$ cat src/rtl/core/krg_pkg.sv
// Package for the key group reorder block: payload types, register indexes,
// sequencer states and the fixed field widths. No dependencies.
`default_nettype none

package krg_pkg;

  localparam int CP_W   = 21;
  localparam int REP_W  = 8;
  localparam int IDX_W  = 3;
  localparam int USE_W  = 3;

  // Configuration register indexes; key n sits at CFG_KEY_0 + n.
  localparam logic [IDX_W-1:0] CFG_KEY_0       = 3'd0;
  localparam logic [IDX_W-1:0] CFG_KEYS_IN_USE = 3'd6;
  localparam logic [IDX_W-1:0] CFG_DEDUP_ON    = 3'd7;

  localparam logic [USE_W-1:0] KEYS_IN_USE_RESET = 3'd1;

  typedef struct packed {
    logic [CP_W-1:0] code_point;
    logic            end_of_string;
  } in_item_t;

  typedef struct packed {
    logic [CP_W-1:0]  out_code_point;
    logic [REP_W-1:0] repeat_res;
    logic             last_of_run;
    logic             string_done;
    logic             was_modified;
  } out_item_t;

  // Mode bits handed from the register file to the sequencer.
  typedef struct packed {
    logic [USE_W-1:0] active;
    logic             dedup;
  } cfg_mode_t;

  typedef enum logic [2:0] {
    ST_IDLE,
    ST_SCAN,
    ST_UPDATE,
    ST_SETTLE,
    ST_DELIM
  } krg_state_t;

endpackage

`default_nettype wire

$ cat src/rtl/core/krg_stream_if.sv
// Valid/ready stream interface used for the input and result channels.
// The payload type is set per instance; no dependencies.
`default_nettype none

interface krg_stream_if #(
  parameter type payload_t = logic
);
  logic     valid;
  logic     ready;
  payload_t payload;

  modport source (output valid, output payload, input ready);
  modport sink (input valid, input payload, output ready);
endinterface

`default_nettype wire

$ cat src/rtl/core/key_group_reorder.sv
// Top level of the key group reorder block: configuration registers,
// sequencer and result output register. Depends on krg_pkg, krg_stream_if,
// krg_cfg and krg_seq.
//
// Usage: code points of a string arrive one per transfer on in_ch, with
// end_of_string set on the last one. A code point that matches an active key
// (lowest key index wins) only bumps that key's count. Any other code point,
// or the end of the string, settles the open group: every key with a nonzero
// count is sent on out_ch in key order with its count (or 1 under dedup),
// followed by the delimiter when there is one. last_of_run marks the final
// result of an input transfer; string_done and was_modified mark the final
// result of the string.
// Timing: one item at a time. in_ch.ready is high only while the sequencer
// is idle. An item is taken, then compared against the active keys in turn
// by the shared key comparator until a hit, then either a count is updated
// or, for a delimiter, it is sent; a settle walks all NUM_KEYS counts.
// Each result shows up on out_ch the cycle after the sequencer produces it.
// A stalled receiver holds the result register; the sequencer waits only
// when it has a new result and the register is still full. Configuration is
// written on cfg_we, cfg_idx, cfg_data; the user must write it only while no
// item is in work, as the block does not enforce this. Reset is synchronous
// and returns all counts, flags, state and configuration to their defaults;
// the held code point, key index and result payload are not reset.
`default_nettype none

module key_group_reorder
  import krg_pkg::*;
#(
  parameter int NUM_KEYS   = 6,
  parameter int COUNT_BITS = 8
) (
  input  wire logic             clk,
  input  wire logic             rst,
  input  wire logic             cfg_we,
  input  wire logic [IDX_W-1:0] cfg_idx,
  input  wire logic [CP_W-1:0]  cfg_data,
  krg_stream_if.sink            in_ch,
  krg_stream_if.source          out_ch
);

  logic [CP_W-1:0] keys [NUM_KEYS];
  cfg_mode_t       mode;
  logic            slot_free;
  logic            emit;
  out_item_t       res;
  logic            out_valid;
  out_item_t       out_item;

  krg_cfg #(
    .NUM_KEYS (NUM_KEYS)
  ) u_cfg (
    .clk      (clk),
    .rst      (rst),
    .cfg_we   (cfg_we),
    .cfg_idx  (cfg_idx),
    .cfg_data (cfg_data),
    .keys     (keys),
    .mode     (mode)
  );

  krg_seq #(
    .NUM_KEYS   (NUM_KEYS),
    .COUNT_BITS (COUNT_BITS)
  ) u_seq (
    .clk       (clk),
    .rst       (rst),
    .keys      (keys),
    .mode      (mode),
    .in_valid  (in_ch.valid),
    .in_item   (in_ch.payload),
    .in_ready  (in_ch.ready),
    .slot_free (slot_free),
    .emit      (emit),
    .res       (res)
  );

  // The result register may be refilled in the same cycle it is drained.
  assign slot_free = !out_valid || out_ch.ready;

  always_ff @(posedge clk) begin
    if (rst) begin
      out_valid <= 1'b0;
    end else if (emit) begin
      out_valid <= 1'b1;
    end else if (out_ch.ready) begin
      out_valid <= 1'b0;
    end
  end

  always_ff @(posedge clk) begin
    if (emit) begin
      out_item <= res;
    end
  end

  assign out_ch.valid   = out_valid;
  assign out_ch.payload = out_item;

endmodule

`default_nettype wire

$ cat src/rtl/core/krg_cfg.sv
// Configuration register file: key code points, active key count and dedup.
// Depends on krg_pkg.
`default_nettype none

module krg_cfg
  import krg_pkg::*;
#(
  parameter int NUM_KEYS = 6
) (
  input  wire logic            clk,
  input  wire logic            rst,
  input  wire logic            cfg_we,
  input  wire logic [IDX_W-1:0] cfg_idx,
  input  wire logic [CP_W-1:0] cfg_data,
  output logic [CP_W-1:0]      keys [NUM_KEYS],
  output cfg_mode_t            mode
);

  logic [USE_W-1:0] keys_in_use;
  logic             dedup_on;

  for (genvar i = 0; i < NUM_KEYS; i++) begin : g_key
    always_ff @(posedge clk) begin
      if (rst) begin
        keys[i] <= '0;
      end else if (cfg_we && cfg_idx == CFG_KEY_0 + IDX_W'(i)) begin
        keys[i] <= cfg_data;
      end
    end
  end

  always_ff @(posedge clk) begin
    if (rst) begin
      keys_in_use <= KEYS_IN_USE_RESET;
      dedup_on    <= 1'b0;
    end else if (cfg_we) begin
      if (cfg_idx == CFG_KEYS_IN_USE) begin
        keys_in_use <= cfg_data[USE_W-1:0];
      end
      if (cfg_idx == CFG_DEDUP_ON) begin
        dedup_on <= cfg_data[0];
      end
    end
  end

  // A count above the number of built keys means all of them.
  assign mode.active = (keys_in_use > USE_W'(NUM_KEYS)) ? USE_W'(NUM_KEYS) : keys_in_use;
  assign mode.dedup  = dedup_on;

endmodule

`default_nettype wire

$ cat src/rtl/core/krg_seq.sv
// Sequencer with one shared compare unit: scans the keys, counts key hits
// and walks the counts to emit a settled group. Depends on krg_pkg.
`default_nettype none

module krg_seq
  import krg_pkg::*;
#(
  parameter int NUM_KEYS   = 6,
  parameter int COUNT_BITS = 8
) (
  input  wire logic            clk,
  input  wire logic            rst,
  input  wire logic [CP_W-1:0] keys [NUM_KEYS],
  input  wire cfg_mode_t       mode,
  input  wire logic            in_valid,
  input  wire in_item_t        in_item,
  output logic                 in_ready,
  input  wire logic            slot_free,
  output logic                 emit,
  output out_item_t            res
);

  localparam int KIW = (NUM_KEYS > 1) ? $clog2(NUM_KEYS) : 1;
  localparam logic [COUNT_BITS-1:0] COUNT_MAX = '1;

  krg_state_t            state, state_next;
  logic [CP_W-1:0]       cp, cp_next;
  logic                  eos, eos_next;
  logic                  delim, delim_next;
  logic [KIW-1:0]        scan_idx, scan_idx_next;
  logic [COUNT_BITS-1:0] counts [NUM_KEYS];
  logic [COUNT_BITS-1:0] counts_next [NUM_KEYS];
  logic                  group_open, group_open_next;
  logic [KIW-1:0]        prev_idx, prev_idx_next;
  logic                  needs, needs_next;
  logic                  str_mod, str_mod_next;

  logic                  hit;
  logic                  scan_last;
  logic                  settle_last;
  logic [COUNT_BITS-1:0] cur_count;
  logic [COUNT_BITS-1:0] count_inc;
  logic                  later_nz;
  logic [16:0]           count_ext;
  logic [REP_W-1:0]      rep;

  // The shared unit: one key selected by the index against the held code point.
  assign hit         = (keys[scan_idx] == cp);
  assign scan_last   = (USE_W'(scan_idx) + USE_W'(1)) == mode.active;
  assign settle_last = (scan_idx == KIW'(NUM_KEYS - 1));
  assign cur_count   = counts[scan_idx];
  assign count_inc   = (cur_count == COUNT_MAX) ? cur_count : cur_count + COUNT_BITS'(1);
  assign count_ext   = 17'(cur_count);
  assign rep         = mode.dedup ? REP_W'(1)
                     : ((count_ext > 17'd255) ? 8'hFF : count_ext[REP_W-1:0]);

  always_comb begin
    later_nz = 1'b0;
    for (int j = 0; j < NUM_KEYS; j++) begin
      if (KIW'(j) > scan_idx && counts[j] != '0) begin
        later_nz = 1'b1;
      end
    end
  end

  always_ff @(posedge clk) begin
    if (rst) begin
      state      <= ST_IDLE;
      group_open <= 1'b0;
      prev_idx   <= '0;
      needs      <= 1'b0;
      str_mod    <= 1'b0;
      for (int i = 0; i < NUM_KEYS; i++) begin
        counts[i] <= '0;
      end
    end else begin
      state      <= state_next;
      group_open <= group_open_next;
      prev_idx   <= prev_idx_next;
      needs      <= needs_next;
      str_mod    <= str_mod_next;
      counts     <= counts_next;
    end
  end

  always_ff @(posedge clk) begin
    cp       <= cp_next;
    eos      <= eos_next;
    delim    <= delim_next;
    scan_idx <= scan_idx_next;
  end

  always_comb begin
    state_next      = state;
    cp_next         = cp;
    eos_next        = eos;
    delim_next      = delim;
    scan_idx_next   = scan_idx;
    counts_next     = counts;
    group_open_next = group_open;
    prev_idx_next   = prev_idx;
    needs_next      = needs;
    str_mod_next    = str_mod;
    in_ready        = 1'b0;
    emit            = 1'b0;
    res             = '0;

    unique case (state)
      ST_IDLE: begin
        in_ready = 1'b1;
        if (in_valid) begin
          cp_next       = in_item.code_point;
          eos_next      = in_item.end_of_string;
          scan_idx_next = '0;
          if (mode.active == '0) begin
            delim_next = 1'b1;
            state_next = group_open ? ST_SETTLE : ST_DELIM;
          end else begin
            state_next = ST_SCAN;
          end
        end
      end

      ST_SCAN: begin
        if (hit) begin
          state_next = ST_UPDATE;
        end else if (scan_last) begin
          delim_next    = 1'b1;
          scan_idx_next = '0;
          state_next    = group_open ? ST_SETTLE : ST_DELIM;
        end else begin
          scan_idx_next = scan_idx + KIW'(1);
        end
      end

      ST_UPDATE: begin
        // A key earlier in the list than its predecessor marks the group.
        needs_next = group_open ? (needs | (scan_idx < prev_idx)) : 1'b0;
        if (mode.dedup && count_inc > COUNT_BITS'(1)) begin
          needs_next = 1'b1;
        end
        group_open_next        = 1'b1;
        prev_idx_next          = scan_idx;
        counts_next[scan_idx]  = count_inc;
        if (eos) begin
          delim_next    = 1'b0;
          scan_idx_next = '0;
          state_next    = ST_SETTLE;
        end else begin
          state_next = ST_IDLE;
        end
      end

      ST_SETTLE: begin
        if (cur_count == '0 || slot_free) begin
          if (cur_count != '0) begin
            emit               = 1'b1;
            res.out_code_point = keys[scan_idx];
            res.repeat_res     = rep;
            res.last_of_run    = !delim && !later_nz;
            res.string_done    = !delim && !later_nz && eos;
            res.was_modified   = !delim && !later_nz && eos && (str_mod | needs);
          end
          counts_next[scan_idx] = '0;
          if (settle_last) begin
            group_open_next = 1'b0;
            needs_next      = 1'b0;
            if (delim) begin
              str_mod_next = str_mod | needs;
              state_next   = ST_DELIM;
            end else begin
              // Only a key at the end of the string settles without a delimiter.
              str_mod_next  = 1'b0;
              prev_idx_next = '0;
              state_next    = ST_IDLE;
            end
          end else begin
            scan_idx_next = scan_idx + KIW'(1);
          end
        end
      end

      ST_DELIM: begin
        if (slot_free) begin
          emit               = 1'b1;
          res.out_code_point = cp;
          res.repeat_res     = REP_W'(1);
          res.last_of_run    = 1'b1;
          res.string_done    = eos;
          res.was_modified   = eos && str_mod;
          if (eos) begin
            str_mod_next  = 1'b0;
            prev_idx_next = '0;
          end
          state_next = ST_IDLE;
        end
      end

      default: begin
        state_next = ST_IDLE;
      end
    endcase
  end

endmodule

`default_nettype wire
$ cat src/flat_wrapper.sv
// flat-port wrapper written by rule: the top's interface ports become plain ports
module key_group_reorder_flat import krg_pkg::*;
#(
  parameter int NUM_KEYS   = 6,
  parameter int COUNT_BITS = 8
)
  (clk, rst, cfg_we, cfg_idx, cfg_data, in_ch_valid, in_ch_payload, in_ch_ready, out_ch_valid, out_ch_payload, out_ch_ready);
  krg_stream_if in_ch_i ();
  krg_stream_if out_ch_i ();
  input  wire logic clk;
  input  wire logic rst;
  input  wire logic cfg_we;
  input  wire logic [IDX_W-1:0] cfg_idx;
  input  wire logic [CP_W-1:0] cfg_data;
  input wire logic [$bits(in_ch_i.valid)-1:0] in_ch_valid;
  input wire logic [$bits(in_ch_i.payload)-1:0] in_ch_payload;
  output wire logic [$bits(in_ch_i.ready)-1:0] in_ch_ready;
  output wire logic [$bits(out_ch_i.valid)-1:0] out_ch_valid;
  output wire logic [$bits(out_ch_i.payload)-1:0] out_ch_payload;
  input wire logic [$bits(out_ch_i.ready)-1:0] out_ch_ready;
  assign in_ch_i.valid = in_ch_valid;
  assign in_ch_i.payload = in_ch_payload;
  assign in_ch_ready = in_ch_i.ready;
  assign out_ch_valid = out_ch_i.valid;
  assign out_ch_payload = out_ch_i.payload;
  assign out_ch_i.ready = out_ch_ready;
  key_group_reorder #(.NUM_KEYS(NUM_KEYS), .COUNT_BITS(COUNT_BITS)) u_core (.clk(clk), .rst(rst), .cfg_we(cfg_we), .cfg_idx(cfg_idx), .cfg_data(cfg_data), .in_ch(in_ch_i), .out_ch(out_ch_i));
endmodule
$ cat config.mk
export PLATFORM = sky130hd
export DESIGN_NAME = key_group_reorder_flat
export DESIGN_NICKNAME = d
export VERILOG_FILES = /design/src/rtl/core/krg_pkg.sv /design/src/rtl/core/krg_stream_if.sv /design/src/rtl/core/key_group_reorder.sv /design/src/rtl/core/krg_cfg.sv /design/src/rtl/core/krg_seq.sv /design/src/flat_wrapper.sv
export SDC_FILE = /design/constraint.sdc
export NUM_CORES = 1
export LEC_CHECK = 0
export CAP_MARGIN = 5
export CORE_MARGIN = 8
export CORE_UTILIZATION = 65
export DETAILED_ROUTE_END_ITERATION = 8
export DONT_BUFFER_PORTS = 1
export MAX_ROUTING_LAYER = met4
export PLACE_DENSITY_LB_ADDON = 0.25
export SLEW_MARGIN = 15
export SYNTH_ARGS = -nofsm -noshare
export SYNTH_HDL_FRONTEND = slang
export SYNTH_HIERARCHICAL = 1
export SYNTH_SLANG_ARGS = --single-unit
$ cat constraint.sdc
create_clock -name clk -period 5.2 [get_ports clk]
set_input_delay 0 -clock clk [delete_from_list [all_inputs] [get_ports clk]]
set_output_delay 0 -clock clk [all_outputs]
set_load 0.01 [all_outputs]
=== Yosys cells after proc, flatten, opt, wreduce, memory -nomap -nowiden ===
Index checks and enable logic that the tools add are counted.

* $add $sub $neg: 2
* Order comparisons: 11
* Equality and inequality tests: 26
* Mux-type cells: 70
* Bitwise gates (word level): 5
* Reduce and logical (&&, ||, !) cells: 51

{| class="wikitable"
|+ Operator list
! kind !! number
|-
| case mux 48 bit (2 select lines) || 1
|-
| binary-select mux 21 bit (select 3 bit) || 1
|-
| two-way mux 3 bit || 20
|-
| nonzero test 8 bit || 7
|-
| AND 48 bit || 1
|-
| bitwise mux 48 bit || 1
|-
| two-way mux 48 bit || 1
|-
| inverter 48 bit || 1
|-
| two-way mux 21 bit || 2
|-
| two-way mux 8 bit || 4
|-
| two-way mux 1 bit || 28
|-
| binary-select mux 8 bit (select 3 bit) || 1
|-
| demux 8 bit (select 3 bit) || 1
|-
| != test 2 bit (second input constant) || 11
|-
| zero test 21 bit || 1
|-
| equality test 3 bit (second input constant) || 6
|-
| logical AND 1 bit || 18
|-
| AND reduction 6 bit || 3
|-
| case mux 3 bit (5 select lines) || 1
|-
| equality test 3 x 2 -> 1 bit (second input constant) || 4
|-
| case mux 3 bit (4 select lines) || 1
|-
| case mux 1 bit (2 select lines) || 5
|-
| AND reduction 5 bit || 2
|-
| zero test 3 bit || 3
|-
| 27 further kinds || 41
|}

* Bits in registers: 194
* Input port bits: 30
* Output and inout bits: 3
* Logic and storage cells: 189

=== Longest topological paths before layout ===
* Word-level depth: 15
* Depth in mapped cells: 14
* Gate-level depth less buffers: 11

=== Cells and area by module ===
Netlist, hierarchy kept.

{| class="wikitable"
|+ By module, submodules not included
! module !! instances !! cells each !! area an instance (um2) !! sequential area each (um2)
|-
| krg_seq || 1 || 673 || 5848.1 || 1921.8
|-
| krg_cfg || 1 || 460 || 5147.4 || 2602.5
|-
| key_group_reorder || 1 || 6 || 80.1 || 50.0
|}

=== Worst setup path before layout ===
Ideal clock, no wire load.

* Kind: register -> register
* Start point: register u_core.u_seq.scan_idx[1]
* End point: register u_core.u_seq.prev_idx[0]
* Library setup time: 0.070 ns
* Arrival: 3.391 ns
* Required time: 5.130 ns
* Path slack: 1.738 ns
* Stages on the path, launching flop included: 13
* Path buffers: 2
* Clock period less this slack: 3.462 ns
* Path through: edfxtp_1 -> buf_6 -> buf_2 -> mux2i_1 -> o2bb2ai_1 -> a222oi_1 -> ha_1 -> nor3b_2 -> a41oi_4 -> nand2b_4 -> a221o_1 -> or3_1 -> a21oi_1

* Longest elaborated chain between the ends: 8
* Elaborated cells on any way between the ends: 10
* Classes of those cells: eq/ne: 3; mux: 3; bitwise: 1; reduce/logical: 3

{| class="wikitable"
|+ RTL lines
! element !! line !! RTL
|-
| from (decl) || krg_seq.sv:30 || <nowiki>logic [KIW-1:0] scan_idx, scan_idx_next;</nowiki>
|-
| from (signal assigned) || krg_seq.sv:90 || <nowiki>scan_idx <= scan_idx_next;</nowiki>
|-
| inverter 3 -> 4 bit (not written as such) || krg_seq.sv:51 || <nowiki>assign cur_count = counts[scan_idx];</nowiki>
|-
| binary-select mux 8 bit (select 3 bit) || krg_seq.sv:51 ||
|-
| two-way mux 8 bit (not written as such) (2 in a row) || krg_seq.sv:51 ||
|-
| zero test 8 bit || krg_seq.sv:155 || <nowiki>if (cur_count == '0 || slot_free) begin</nowiki>
|-
| logical OR 1 bit || krg_seq.sv:155 ||
|-
| != test 2 bit (no source line) || - ||
|-
| AND reduction 6 bit (no source line) * || - ||
|-
| to (signal assigned) || krg_seq.sv:79 || <nowiki>prev_idx <= prev_idx_next;</nowiki>
|-
| to (decl) || krg_seq.sv:34 || <nowiki>logic [KIW-1:0] prev_idx, prev_idx_next;</nowiki>
|}

Mark *: on every way between the ends. The rest lies on a longest branch, timed or not. The select of a mux whose other input is x is not followed.
A chain may end at the register's enable or synchronous reset.

=== Worst setup path after layout ===
* Start point: register u_core.u_seq.scan_idx[2]
* End point: register u_core/u_seq/counts[10] (netlist bit)

* Longest elaborated chain between the ends: 9
* Elaborated cells on any way between the ends: 21
* Classes of those cells: add/sub: 1; order compare: 2; eq/ne: 2; mux: 9; bitwise: 3; reduce/logical: 4

{| class="wikitable"
|+ RTL lines
! element !! line !! RTL
|-
| inverter 3 -> 4 bit (not written as such) * || krg_seq.sv:51, krg_seq.sv:144, krg_seq.sv:164 ||
|-
| parallel branches: the longest is 8 deep, another holds adder 8 x 1 -> 8 bit || - ||
|-
| to (signal assigned) || krg_seq.sv:82 || <nowiki>counts <= counts_next;</nowiki>
|-
| to (decl) || krg_seq.sv:31 || <nowiki>logic [COUNT_BITS-1:0] counts [NUM_KEYS];</nowiki>
|}

Mark *: on every way between the ends. The select of a mux whose other input is x is not followed.

==> run metrics <==
final routed DRC violation total 0; Top Layer Used met4; Hold Path Sink u_core/u_cfg/keys[42]$_SDFFE_PP0P_; IO Count 33; number of H-tree levels 1; post-route clock period utilization 78.4%; RSZ-0062 raised after global routing false; max-slew violation count 0; Worst IR Drop VDD 0.000295 V; Initial Util 65.9%; R2R cell count 10; Area Growth Syn to Fin 10.8%; Hold Crit Depth 3; Worst setup EP type register; setup_tns 0 ps; hold slack final 59.0 ps; metal3 WL 1.50 mm; final core occ 73.0%; DR iter-0 viols 719; Final setup viols 0; Critical Path RT 5660 ps; number of global-route vias before repair 8161; max_slew headroom 17.9%; Ys Warns 6; cell count after synthesis 1084; maximum clock rate 0.245 GHz; final hold vios 0; Die W 145 um; Max Cap Violations 0; GRT Resource Usage Total 25.8%; CTS max path bufs 3; number of I/O port buffers 0; PostCTS Resize Cnt 0; DR pass1 iterations 5; Reg2Reg Setup Slack 1120 ps; worst r2r src u_core/u_seq/scan_idx[2]$_SDFFCE_PN0P_; pwr dens 377 nW/um2; initial antenna violation count 1; post-synth design cell area 10800 um2; Die Area 21000 um2; Sink Count 215; Mean Syn Cell Area 9.97 um2; Clock transition at path regs 60 ps; post-DP HPWL 17.5 mm; run status completed; worst-margin pin slew 1220 ps; Final ANT Viol Nets 0; Sequential Area 4570 um2; first-pass GRT wire length 43.8 mm; Pleak 4.92 nW; Cells after DPL 1256; reg2reg end u_core/u_seq/counts[10]$_SDFFE_PP0P_; crit-path max FO 11; CTS tree done; die height 145 um; FP Rows 47; gpl congestion 0.972; most common cell after layout, fill and taps aside dfxtp_1; vias 8298; largest net degree at the start of global routing 190; grt ovf 0; WL final 27.2 mm; Final Skew 11.1 ps; Nets 1134; area of the multi-input gates 5870 um2; commonest cells after routing, fill and taps aside 188 x dfxtp_1, 174 x mux2i_1, 154 x nand2b_1, 49 x nor2_1, 38 x nand2_1; HP Class input port to register; Final Instance Count excl. Fillers 1333; WL per Instance 20.4 um; met1 WL 12.0 mm; Core ar. 16400 um2; routed wl met2 12.7 mm; root buf cell clkbuf_16; Min Clock Period, post-route 4080 ps; hold path startpoint cfg_we; DR vias/cell 6.23; Startpoint Class register; Clk Latency, worst-skew pair 520 ps; critical path type register to register; crit path DAT 4540 ps; Overall Power 4.51 mW; Num CTS Buffers 23; filler instances 1157; layout cells sized above 1 8.45%
==> cell type report <==
type	count	area share [%]
clock inverters	13	0.961
flip-flops and latches	215	38.2
diodes	1	0.0209
well taps	220	2.30
repair buffers	47	3.82
inverters	18	0.564
multi-input cells	791	49.0
clock buffers	28	5.13
==> per-stage QoR <==
stage | setup WS [ps] | instance area (um2)
CTS | 1260 | 12000
floorplan | 1800 | 10900
finish | 1120 | 12000
detailed placement | 1290 | 10900
global placement | 1320 | 10900
global route | 913 | 12000
==> layer usage <==
metal | GRT usage [%] | up-vias
met5 | - | -
met4 | 10.4 | 0
met3 | 3.39 | 73
met2 | 41.6 | 288
met1 | 32.3 | 4025
li1 | - | 3912
==> registers in the layout, summed over array words and instances (netlist names) <==
register,count
u_core/u_cfg/keys,126
u_core/u_cfg/keys_in_use,3
u_core/u_seq/counts,48
u_core/u_seq/prev_idx,3
u_core/u_seq/state,3
u_core/u_seq/cp,21
u_core/u_seq/delim,1
u_core/u_seq/needs,1
u_core/out_ch.payload,1
u_core/u_seq/str_mod,1
u_core/u_seq/eos,1
u_core/out_ch.valid,1
u_core/u_seq/scan_idx,3
u_core/u_cfg/dedup_on,1
u_core/u_seq/group_open,1
==> worst max-delay path, cell delays in order, from the launching register on <==
cell	delay, ps
edfxtp_1	590
nor2b_1	730
a221oi_1	220
o2bb2a_1	460
inv_1	140
ha_1	200
o21ai_0	230
nor4_4	450
nor2_1	150
nor4_2	590
a22o_1	250
==> power by group <==
part / leakage, nW / internal [mW] / switching [mW]
logic: 2.78 / 0.381 / 0.708
registers: 1.78 / 1.77 / 0.0698
clock network: 0.365 / 0.901 / 0.680
==> timing repair <==
item / 4_1_cts / 5_1_grt
hold buffers: 35 / 0
hold endpoints to repair: 194 / 0
setup buffers: 0 / 0
==> how the worst max path moves through the flow <==
stage / endpoint / cells after the start / from
floorplan: u_core/u_seq/prev_idx[0]$_SDFFE_PP0P_ / 12 / u_core/u_seq/scan_idx[1]$_SDFFCE_PN0P_
global placement: u_core/u_seq/counts[2]$_SDFFE_PP0P_ / 10 / u_core/u_seq/scan_idx[2]$_SDFFCE_PN0P_
detailed placement: u_core/u_seq/counts[2]$_SDFFE_PP0P_ / 10 / u_core/u_seq/scan_idx[2]$_SDFFCE_PN0P_
CTS: u_core/u_seq/counts[2]$_SDFFE_PP0P_ / 10 / u_core/u_seq/scan_idx[2]$_SDFFCE_PN0P_
global route: u_core/u_seq/counts[10]$_SDFFE_PP0P_ / 10 / u_core/u_seq/scan_idx[2]$_SDFFCE_PN0P_
finish: u_core/u_seq/counts[10]$_SDFFE_PP0P_ / 10 / u_core/u_seq/scan_idx[2]$_SDFFCE_PN0P_
Note: power is estimated with default switching activity, not from simulation.
